[src/hdl/xsr_pkg.sv]
// Package with the command type, generator constants and rotate helper for the PRNG block.
package xsr_pkg;

  typedef enum logic {
    CMD_SEED = 1'b0,
    CMD_DRAW = 1'b1
  } cmd_t;

  localparam logic [63:0] GOLDEN_STEP = 64'h9e3779b97f4a7c15;
  localparam logic [63:0] MIX_MUL_A   = 64'hbf58476d1ce4e5b9;
  localparam logic [63:0] MIX_MUL_B   = 64'h94d049bb133111eb;

  localparam int unsigned MIX_SHIFT_A = 30;
  localparam int unsigned MIX_SHIFT_B = 27;
  localparam int unsigned MIX_SHIFT_C = 31;
  localparam int unsigned XOR_SHIFT   = 17;
  localparam int unsigned STATE_ROT   = 45;
  localparam int unsigned OUT_ROT     = 7;

  function automatic logic [63:0] rotl64(input logic [63:0] v, input int unsigned amount);
    return (v << amount) | (v >> (64 - amount));
  endfunction

endpackage

[src/hdl/xsr_front.sv]
// Front end: accepts items, classifies them into commands and queues them for the back end.
module xsr_front #(
  parameter int RANGE_WIDTH = 16
) (
  input  logic                   clk,
  input  logic                   rst_n,
  input  logic                   in_valid,
  output logic                   in_stall,
  input  logic                   in_opcode,
  input  logic [63:0]            in_seed_value,
  input  logic [RANGE_WIDTH-1:0] in_range_min,
  input  logic [RANGE_WIDTH-1:0] in_range_max,
  output logic                   q_valid,
  input  logic                   q_pop,
  output xsr_pkg::cmd_t          q_cmd,
  output logic [63:0]            q_seed,
  output logic [RANGE_WIDTH-1:0] q_lo,
  output logic [RANGE_WIDTH-1:0] q_hi
);

  localparam int DEPTH = 2;

  typedef struct packed {
    xsr_pkg::cmd_t          cmd;
    logic [63:0]            seed;
    logic [RANGE_WIDTH-1:0] lo;
    logic [RANGE_WIDTH-1:0] hi;
  } entry_t;

  entry_t      mem_r [DEPTH];
  logic        wr_ptr_r;
  logic        rd_ptr_r;
  logic [1:0]  cnt_r;
  logic        push;
  entry_t      entry_in;

  assign in_stall = (cnt_r == 2'(DEPTH));
  assign push     = in_valid && !in_stall;

  always_comb begin
    entry_in.cmd  = in_opcode ? xsr_pkg::CMD_DRAW : xsr_pkg::CMD_SEED;
    entry_in.seed = in_seed_value;
    entry_in.lo   = in_range_min;
    entry_in.hi   = in_range_max;
  end

  always_ff @(posedge clk) begin
    if (push) begin
      mem_r[wr_ptr_r] <= entry_in;
    end
  end

  always_ff @(posedge clk) begin
    if (!rst_n) begin
      wr_ptr_r <= 1'b0;
      rd_ptr_r <= 1'b0;
      cnt_r    <= 2'd0;
    end else begin
      if (push) begin
        wr_ptr_r <= !wr_ptr_r;
      end
      if (q_pop) begin
        rd_ptr_r <= !rd_ptr_r;
      end
      cnt_r <= cnt_r + 2'(push) - 2'(q_pop);
    end
  end

  assign q_valid = (cnt_r != 2'd0);
  assign q_cmd   = mem_r[rd_ptr_r].cmd;
  assign q_seed  = mem_r[rd_ptr_r].seed;
  assign q_lo    = mem_r[rd_ptr_r].lo;
  assign q_hi    = mem_r[rd_ptr_r].hi;

endmodule

[src/hdl/xsr_back.sv]
// Back end: splitmix64 seeding, xoshiro256** draw, bit-serial range reduction and output register.
module xsr_back #(
  parameter int RANGE_WIDTH = 16
) (
  input  logic                   clk,
  input  logic                   rst_n,
  input  logic                   q_valid,
  output logic                   q_pop,
  input  xsr_pkg::cmd_t          q_cmd,
  input  logic [63:0]            q_seed,
  input  logic [RANGE_WIDTH-1:0] q_lo,
  input  logic [RANGE_WIDTH-1:0] q_hi,
  output logic                   out_valid,
  input  logic                   out_stall,
  output logic [63:0]            out_raw_value,
  output logic [RANGE_WIDTH-1:0] out_ranged_value,
  output logic                   out_range_error
);

  typedef enum logic [8:0] {
    ST_IDLE     = 9'b000000001,
    ST_MIX_ADD  = 9'b000000010,
    ST_MUL      = 9'b000000100,
    ST_MIX_B    = 9'b000001000,
    ST_MIX_OUT  = 9'b000010000,
    ST_SCRAMBLE = 9'b000100000,
    ST_RAW      = 9'b001000000,
    ST_MOD      = 9'b010000000,
    ST_OUT      = 9'b100000000
  } state_t;

  state_t                 state_r, state_nxt;
  logic [63:0]            acc_r, acc_nxt;
  logic [1:0]             idx_r, idx_nxt;
  logic [63:0]            mul_a_r, mul_a_nxt;
  logic                   mul_second_r, mul_second_nxt;
  logic [1:0]             mul_ph_r, mul_ph_nxt;
  logic [63:0]            prod_r, prod_nxt;
  logic [63:0]            w_r [4];
  logic [63:0]            w_nxt [4];
  logic [63:0]            t_r, t_nxt;
  logic [63:0]            raw_r, raw_nxt;
  logic [63:0]            div_r, div_nxt;
  logic [RANGE_WIDTH-1:0] rem_r, rem_nxt;
  logic [RANGE_WIDTH:0]   span_r, span_nxt;
  logic [RANGE_WIDTH-1:0] lo_r, lo_nxt;
  logic                   err_r, err_nxt;
  logic [5:0]             cnt_r, cnt_nxt;
  logic                   out_valid_r, out_valid_nxt;
  logic [63:0]            out_raw_r, out_raw_nxt;
  logic [RANGE_WIDTH-1:0] out_ranged_r, out_ranged_nxt;
  logic                   out_err_r, out_err_nxt;

  logic [63:0]            mul_b;
  logic [31:0]            mul_x;
  logic [31:0]            mul_y;
  logic [63:0]            mul_p;
  logic [63:0]            mix_sum;
  logic [63:0]            rot_t;
  logic [RANGE_WIDTH:0]   trial;
  logic [RANGE_WIDTH:0]   trial_diff;

  always_comb begin
    mul_b = mul_second_r ? xsr_pkg::MIX_MUL_B : xsr_pkg::MIX_MUL_A;
    unique case (mul_ph_r)
      2'd0:    begin mul_x = mul_a_r[31:0];  mul_y = mul_b[31:0];  end
      2'd1:    begin mul_x = mul_a_r[31:0];  mul_y = mul_b[63:32]; end
      default: begin mul_x = mul_a_r[63:32]; mul_y = mul_b[31:0];  end
    endcase
    mul_p = 64'(mul_x) * 64'(mul_y);
  end

  assign mix_sum    = acc_r + xsr_pkg::GOLDEN_STEP;
  assign rot_t      = xsr_pkg::rotl64(t_r, xsr_pkg::OUT_ROT);
  assign trial      = {rem_r, div_r[63]};
  assign trial_diff = trial - span_r;

  always_comb begin
    state_nxt      = state_r;
    acc_nxt        = acc_r;
    idx_nxt        = idx_r;
    mul_a_nxt      = mul_a_r;
    mul_second_nxt = mul_second_r;
    mul_ph_nxt     = mul_ph_r;
    prod_nxt       = prod_r;
    for (int i = 0; i < 4; i++) begin
      w_nxt[i] = w_r[i];
    end
    t_nxt          = t_r;
    raw_nxt        = raw_r;
    div_nxt        = div_r;
    rem_nxt        = rem_r;
    span_nxt       = span_r;
    lo_nxt         = lo_r;
    err_nxt        = err_r;
    cnt_nxt        = cnt_r;
    out_valid_nxt  = out_valid_r && out_stall;
    out_raw_nxt    = out_raw_r;
    out_ranged_nxt = out_ranged_r;
    out_err_nxt    = out_err_r;
    q_pop          = 1'b0;

    unique case (state_r)
      ST_IDLE: begin
        if (q_valid) begin
          q_pop = 1'b1;
          if (q_cmd == xsr_pkg::CMD_SEED) begin
            acc_nxt   = q_seed;
            idx_nxt   = 2'd0;
            state_nxt = ST_MIX_ADD;
          end else begin
            lo_nxt    = q_lo;
            span_nxt  = {1'b0, q_hi} - {1'b0, q_lo} + (RANGE_WIDTH+1)'(1);
            err_nxt   = (q_hi < q_lo);
            state_nxt = ST_SCRAMBLE;
          end
        end
      end
      ST_MIX_ADD: begin
        acc_nxt        = mix_sum;
        mul_a_nxt      = mix_sum ^ (mix_sum >> xsr_pkg::MIX_SHIFT_A);
        mul_second_nxt = 1'b0;
        mul_ph_nxt     = 2'd0;
        state_nxt      = ST_MUL;
      end
      ST_MUL: begin
        if (mul_ph_r == 2'd0) begin
          prod_nxt = mul_p;
        end else begin
          prod_nxt = {prod_r[63:32] + mul_p[31:0], prod_r[31:0]};
        end
        if (mul_ph_r == 2'd2) begin
          mul_ph_nxt = 2'd0;
          state_nxt  = mul_second_r ? ST_MIX_OUT : ST_MIX_B;
        end else begin
          mul_ph_nxt = mul_ph_r + 2'd1;
        end
      end
      ST_MIX_B: begin
        mul_a_nxt      = prod_r ^ (prod_r >> xsr_pkg::MIX_SHIFT_B);
        mul_second_nxt = 1'b1;
        state_nxt      = ST_MUL;
      end
      ST_MIX_OUT: begin
        w_nxt[idx_r] = prod_r ^ (prod_r >> xsr_pkg::MIX_SHIFT_C);
        idx_nxt      = idx_r + 2'd1;
        state_nxt    = (idx_r == 2'd3) ? ST_IDLE : ST_MIX_ADD;
      end
      ST_SCRAMBLE: begin
        t_nxt     = (w_r[1] << 2) + w_r[1];
        w_nxt[0]  = w_r[0] ^ w_r[3] ^ w_r[1];
        w_nxt[1]  = w_r[1] ^ w_r[2] ^ w_r[0];
        w_nxt[2]  = w_r[2] ^ w_r[0] ^ (w_r[1] << xsr_pkg::XOR_SHIFT);
        w_nxt[3]  = xsr_pkg::rotl64(w_r[3] ^ w_r[1], xsr_pkg::STATE_ROT);
        state_nxt = ST_RAW;
      end
      ST_RAW: begin
        raw_nxt   = (rot_t << 3) + rot_t;
        div_nxt   = (rot_t << 3) + rot_t;
        rem_nxt   = '0;
        cnt_nxt   = 6'd63;
        state_nxt = err_r ? ST_OUT : ST_MOD;
      end
      ST_MOD: begin
        if (trial >= span_r) begin
          rem_nxt = trial_diff[RANGE_WIDTH-1:0];
        end else begin
          rem_nxt = trial[RANGE_WIDTH-1:0];
        end
        div_nxt = div_r << 1;
        cnt_nxt = cnt_r - 6'd1;
        if (cnt_r == 6'd0) begin
          state_nxt = ST_OUT;
        end
      end
      ST_OUT: begin
        if (!out_valid_r || !out_stall) begin
          out_valid_nxt  = 1'b1;
          out_raw_nxt    = raw_r;
          out_ranged_nxt = err_r ? '0 : lo_r + rem_r;
          out_err_nxt    = err_r;
          state_nxt      = ST_IDLE;
        end
      end
      default: begin
        state_nxt = ST_IDLE;
      end
    endcase
  end

  always_ff @(posedge clk) begin
    if (!rst_n) begin
      state_r      <= ST_MIX_ADD;
      acc_r        <= '0;
      idx_r        <= 2'd0;
      mul_second_r <= 1'b0;
      mul_ph_r     <= 2'd0;
      out_valid_r  <= 1'b0;
    end else begin
      state_r      <= state_nxt;
      acc_r        <= acc_nxt;
      idx_r        <= idx_nxt;
      mul_second_r <= mul_second_nxt;
      mul_ph_r     <= mul_ph_nxt;
      out_valid_r  <= out_valid_nxt;
    end
  end

  always_ff @(posedge clk) begin
    mul_a_r      <= mul_a_nxt;
    prod_r       <= prod_nxt;
    for (int i = 0; i < 4; i++) begin
      w_r[i] <= w_nxt[i];
    end
    t_r          <= t_nxt;
    raw_r        <= raw_nxt;
    div_r        <= div_nxt;
    rem_r        <= rem_nxt;
    span_r       <= span_nxt;
    lo_r         <= lo_nxt;
    err_r        <= err_nxt;
    cnt_r        <= cnt_nxt;
    out_raw_r    <= out_raw_nxt;
    out_ranged_r <= out_ranged_nxt;
    out_err_r    <= out_err_nxt;
  end

  assign out_valid        = out_valid_r;
  assign out_raw_value    = out_raw_r;
  assign out_ranged_value = out_ranged_r;
  assign out_range_error  = out_err_r;

endmodule

[src/hdl/xoshiro256ss_prng_with_range.sv]
// Top level of the xoshiro256** generator with splitmix64 seeding and a ranged draw.
//
// The input channel takes one item per handshake: a reseed item (opcode 0) expands
// seed_value into the four state words and gives no result; a draw item (opcode 1)
// returns the scrambled 64-bit output and that value reduced into [range_min, range_max].
// An inverted range sets range_error and gives a ranged value of zero.
// A two-entry queue sits between the input channel and the engine, so up to two items
// can be taken while the engine is busy.
// A draw goes from the queue through the scramble and raw-output steps and the
// one-bit-per-cycle 64-bit remainder loop to its result register; an inverted range
// skips the loop. A reseed runs eight 64-bit multiplies on one shared 32x32
// multiplier, each built from partial products.
// After reset the engine first expands seed zero; items are queued meanwhile.
// The result sits in an output register until taken; while the receiver stalls, the
// engine finishes its current item and holds it, and the queue fills and then stalls
// the input channel.
module xoshiro256ss_prng_with_range #(
  parameter int RANGE_WIDTH = 16
) (
  input  logic                   clk,
  input  logic                   rst_n,
  input  logic                   in_valid,
  output logic                   in_stall,
  input  logic                   in_opcode,
  input  logic [63:0]            in_seed_value,
  input  logic [RANGE_WIDTH-1:0] in_range_min,
  input  logic [RANGE_WIDTH-1:0] in_range_max,
  output logic                   out_valid,
  input  logic                   out_stall,
  output logic [63:0]            out_raw_value,
  output logic [RANGE_WIDTH-1:0] out_ranged_value,
  output logic                   out_range_error
);

  logic                   q_valid;
  logic                   q_pop;
  xsr_pkg::cmd_t          q_cmd;
  logic [63:0]            q_seed;
  logic [RANGE_WIDTH-1:0] q_lo;
  logic [RANGE_WIDTH-1:0] q_hi;

  xsr_front #(
    .RANGE_WIDTH(RANGE_WIDTH)
  ) u_front (
    .clk          (clk),
    .rst_n        (rst_n),
    .in_valid     (in_valid),
    .in_stall     (in_stall),
    .in_opcode    (in_opcode),
    .in_seed_value(in_seed_value),
    .in_range_min (in_range_min),
    .in_range_max (in_range_max),
    .q_valid      (q_valid),
    .q_pop        (q_pop),
    .q_cmd        (q_cmd),
    .q_seed       (q_seed),
    .q_lo         (q_lo),
    .q_hi         (q_hi)
  );

  xsr_back #(
    .RANGE_WIDTH(RANGE_WIDTH)
  ) u_back (
    .clk             (clk),
    .rst_n           (rst_n),
    .q_valid         (q_valid),
    .q_pop           (q_pop),
    .q_cmd           (q_cmd),
    .q_seed          (q_seed),
    .q_lo            (q_lo),
    .q_hi            (q_hi),
    .out_valid       (out_valid),
    .out_stall       (out_stall),
    .out_raw_value   (out_raw_value),
    .out_ranged_value(out_ranged_value),
    .out_range_error (out_range_error)
  );

endmodule

[config.mk]
export PLATFORM = sky130hd
export DESIGN_NAME = xoshiro256ss_prng_with_range
export DESIGN_NICKNAME = d
export VERILOG_FILES = /design/src/hdl/xsr_pkg.sv /design/src/hdl/xsr_front.sv /design/src/hdl/xsr_back.sv /design/src/hdl/xoshiro256ss_prng_with_range.sv
export SDC_FILE = /design/constraint.sdc
export NUM_CORES = 2
export LEC_CHECK = 0
export BUFFER_PORTS_ARGS = -buffer_cell sky130_fd_sc_hd__buf_2
export CAP_MARGIN = 20
export CORE_MARGIN = 2
export CORE_UTILIZATION = 45
export DETAILED_ROUTE_END_ITERATION = 8
export GPL_ROUTABILITY_DRIVEN = 0
export MAX_ROUTING_LAYER = met4
export PLACE_DENSITY = 0.7
export SETUP_SLACK_MARGIN = 0.4
export SLEW_MARGIN = 20
export SYNTH_ARGS = -nofsm -noshare
export SYNTH_HDL_FRONTEND = slang
export SYNTH_SLANG_ARGS = --single-unit
[constraint.sdc]
create_clock -name clk -period 14.9 [get_ports clk]
set_input_delay 0 -clock clk [delete_from_list [all_inputs] [get_ports clk]]
set_output_delay 0 -clock clk [all_outputs]
set_load 0.05 [all_outputs]
==> summary.txt <==
Run status
  • Outcome: finished with violations
  • Violated checks: DRC

Worst setup path
  • Startpoint types: register
  • Crit Path Category: register to register
  • Worst EP arrival: roughly 12,000 ps
  • Worst path top cell family by delay: adder cells
  • WP data required: ~15,000 ps
  • CP max stage cell: nand2_1
  • Crit-path max cell delay: around 600 ps
  • CP Buf/Inv Count: 6
  • CP most frequent cell: fa_1
  • Worst reg2reg path depth: 37
  • CP endpoint kind: register
  • Worst-path fanout max: 35
  • Setup slack, reg-to-reg: ~3800 ps
  • Reg-to-reg endpoint: u_back.prod_r[63]
  • RR Startpoint: u_back.mul_ph_r[1]

Logic synthesis
  • Sequential area share after synthesis: between 30% and 40%
  • Ranking of synthesized cells by area: edfxtp_1 (33%), fa_1 (20%), ha_1 (8.4%)
  • Area of the mapped netlist: ~83,000 sq um
  • Asr flop ratio synth: 0%
  • Seq cells post-synth: about 1,000
  • Yosys warning count: 0
  • Synth cell types: a little over 100
  • Top FF cell, synth: edfxtp_1
  • Synth Instances: roughly 8,000
  • Syn Area/Cell: ~11 sq um
  • Post-synth EDFFs: 907
  • Synth area leader: edfxtp_1
  • Yosys top cell area share: 32.9%

STA
  • Final setup violation count: 0
  • Final Max Tran Viols: 0
  • Fin worst setup slack: ~3800 ps
  • RSZ-0062 raised after global routing: no
  • Setup TNS: 0 ps
  • Worst-Margin Slew: 1090 ps
  • Final Cycle Share: around 75%
  • Slew headroom: between 20% and 30%
  • Crit path time final: between 10,000 and 15,000 ps
  • Clock Skew: 120 ps
  • Max Freq: roughly 0.090 GHz
  • Final Hold Fails: 0
  • Hold WS: 44.9 ps

Placement
  • Detailed placer's ending HPWL: 194,000 microns
  • Inst Count DP: 10,300
  • Port buffer count: between 150 and 200
  • Worst Setup Slack post-DPL: roughly 4000 ps

Clock tree
  • CTS Root Cell: clkbuf_16
  • Number of buffers created by CTS: 107
  • Clock slew at reported path FFs: approximately 70 ps
  • CTS tree: done
  • Max Root-Sink Buffers: 3
  • Clock H-tree levels: 3
  • Worst skew pair latency: a little over 800 ps
  • CTS sink count: 991
  • Post-CTS Setup Bufs: 0

Die
  • Rows: ~160
  • Core Region: about 180,000 sq um
  • Area of the die: 187,000 sq um
  • Die Wd: 433 microns
  • Starting Density: a little under half
  • I/O pin total: approximately 180
  • Die H: between 400 and 500 microns

Hold path
  • Hold endpoint: u_front.mem_r[1][78]
  • Hold path cells: 2
  • Worst hold start: in_seed_value[46]
  • Hold Path Class: primary input to register

Routing
  • DR iter-0 viols: between 7,000 and 8,000
  • Post-Route WL: 248,000 microns
  • Final ANT Viol Nets: 0
  • Vias: 60,600
  • Initial DRT Pass Iterations: 9
  • Via-per-instance ratio: roughly 5.7
  • DR DRC count: 36
  • Wire per inst: between 20 and 25 microns

GRT
  • Initial antenna violation count: 3
  • Vias in the first global route: around 60,000
  • Total grt overflow: 0
  • Largest net degree at the start of global routing: ~130
  • First-pass GRT wire length: 374,000 microns
  • Global Route Usage Sum: a little over a quarter

Final layout
  • Most common cell after layout, fill and taps aside: inv_1
  • Commonest cells after routing, fill and taps aside: inv_1 (1,102), edfxtp_1 (907), fa_1 (830)
  • Area growth, synth to finish: 11.0%
  • Post-Layout Cell Count: approximately 11,000
  • Fillers: around 16,000
  • Nets: around 9,600
  • Ratio of cells with drive above 1 in the final layout: 6.75%

Flow run
  • Max-Cap Viols: 0
[kinds of logic after synthesis]
group                      Yosys count  synth area share, %
adders and majority gates         1389                 28.5
muxes                              148                 1.84
AOI/OAI and AO/OA                 1361                 10.3
xor gates and xnor gates           719                 7.62
and+or+nand+nor                   1824                 10.2
other                                2              0.00907
buffers and inverters             1446                 6.57
DFF                                991                 34.9
[state kept, by name, summed over array words and instances, names as in the netlist, 16 cells and up, named ones only]
register	count
u_back.acc_r	64
u_back.div_r	64
u_back.lo_r	16
u_back.mul_a_r	64
u_back.out_ranged_value	16
u_back.out_raw_value	64
u_back.prod_r	64
u_back.raw_r	64
u_back.rem_r	16
u_back.span_r	17
u_back.t_r	64
u_back.w_r	256
u_front.mem_r	194
[worst max-delay path by stage]
stage / start / end / slack [ps] / cells past startpoint
6_report: u_back.mul_ph_r[1] / u_back.prod_r[63] / 3770 / 37
5_1_grt: u_back.mul_ph_r[1] / u_back.prod_r[63] / 3210 / 38
4_1_cts: u_back.mul_ph_r[1] / u_back.prod_r[63] / 3970 / 37
3_5_place_dp: u_back.mul_ph_r[0] / u_back.prod_r[63] / 4080 / 37
3_3_place_gp: u_back.mul_second_r / u_back.prod_r[63] / 4310 / 38
2_1_floorplan: u_back.mul_ph_r[1] / u_back.prod_r[63] / 4760 / 41
[synth_stat cells, types with 9 or more instances]
cell type  count
a211oi_1      20
a21boi_0      17
a21o_1       189
a21oi_1      343
a221oi_1      20
a31o_2        10
a31oi_1       48
and2_1        63
and3_1        77
buf_1         59
clkbuf_1     277
dfxtp_1       84
edfxtp_1     907
fa_1         830
ha_1         559
inv_1       1104
mux2_2        35
mux2i_1      113
nand2_1      566
nand2b_1      55
nand3_1      273
nand4_1       51
nor2_1       501
nor2b_1       87
nor3_1        57
nor4_1        13
o211ai_1      15
o21a_1        52
o21ai_0      436
o21ai_1       14
o21bai_1      49
o22ai_1       10
o31a_1        13
o32ai_1       23
or2_2         12
or3_1         17
or4_1          9
xnor2_1      411
xor2_1       307
[metal layers]
metal / wire length [microns] / GRT usage (%)
met5: 0 / -
met4: 17000 / 15.0
met3: 25700 / 6.47
met2: 110000 / 40.5
met1: 95500 / 33.8
[area by class of cell]
class,count,area [sq um],area share (%)
tap,2464,3080,3.36
antenna,2,5.00,0.00545
timing repair buffer,445,3370,3.67
multi-input combinational,5444,48600,52.9
sequential,991,28900,31.5
clock inverter,68,901,0.981
clock buffer,134,2810,3.06
inverter,1105,4150,4.52
[timing repair]
| action | CTS | global route |
|---|---|---|
| endpoints found under the hold margin | 259 | 0 |
| hold buffers | 196 | 0 |
| gates resized for setup | 0 | 0 |
[metrics by stage]
stage | util [%] | cell area, sq um
3_5_place_dp | 47.1 | 86200
5_1_grt | 50.2 | 91900
4_1_cts | 50.2 | 91800
6_report | 50.2 | 91900
3_3_place_gp | 47.1 | 86200
2_1_floorplan | - | 82800
[worst register-to-register path: cells and delay by family (launching register included)]
| kind | cells | cell delay, ps |
|---|---|---|
| xor+xnor | 2 | 440 |
| flops | 1 | 320 |
| simple gates | 7 | 2430 |
| fa+ha+maj | 10 | 4480 |
| buf+inv | 6 | 730 |
| compound gates | 12 | 2340 |
Power is not shown: default switching activity piles up to over one toggle a cycle in this logic, so the estimate is an artifact.
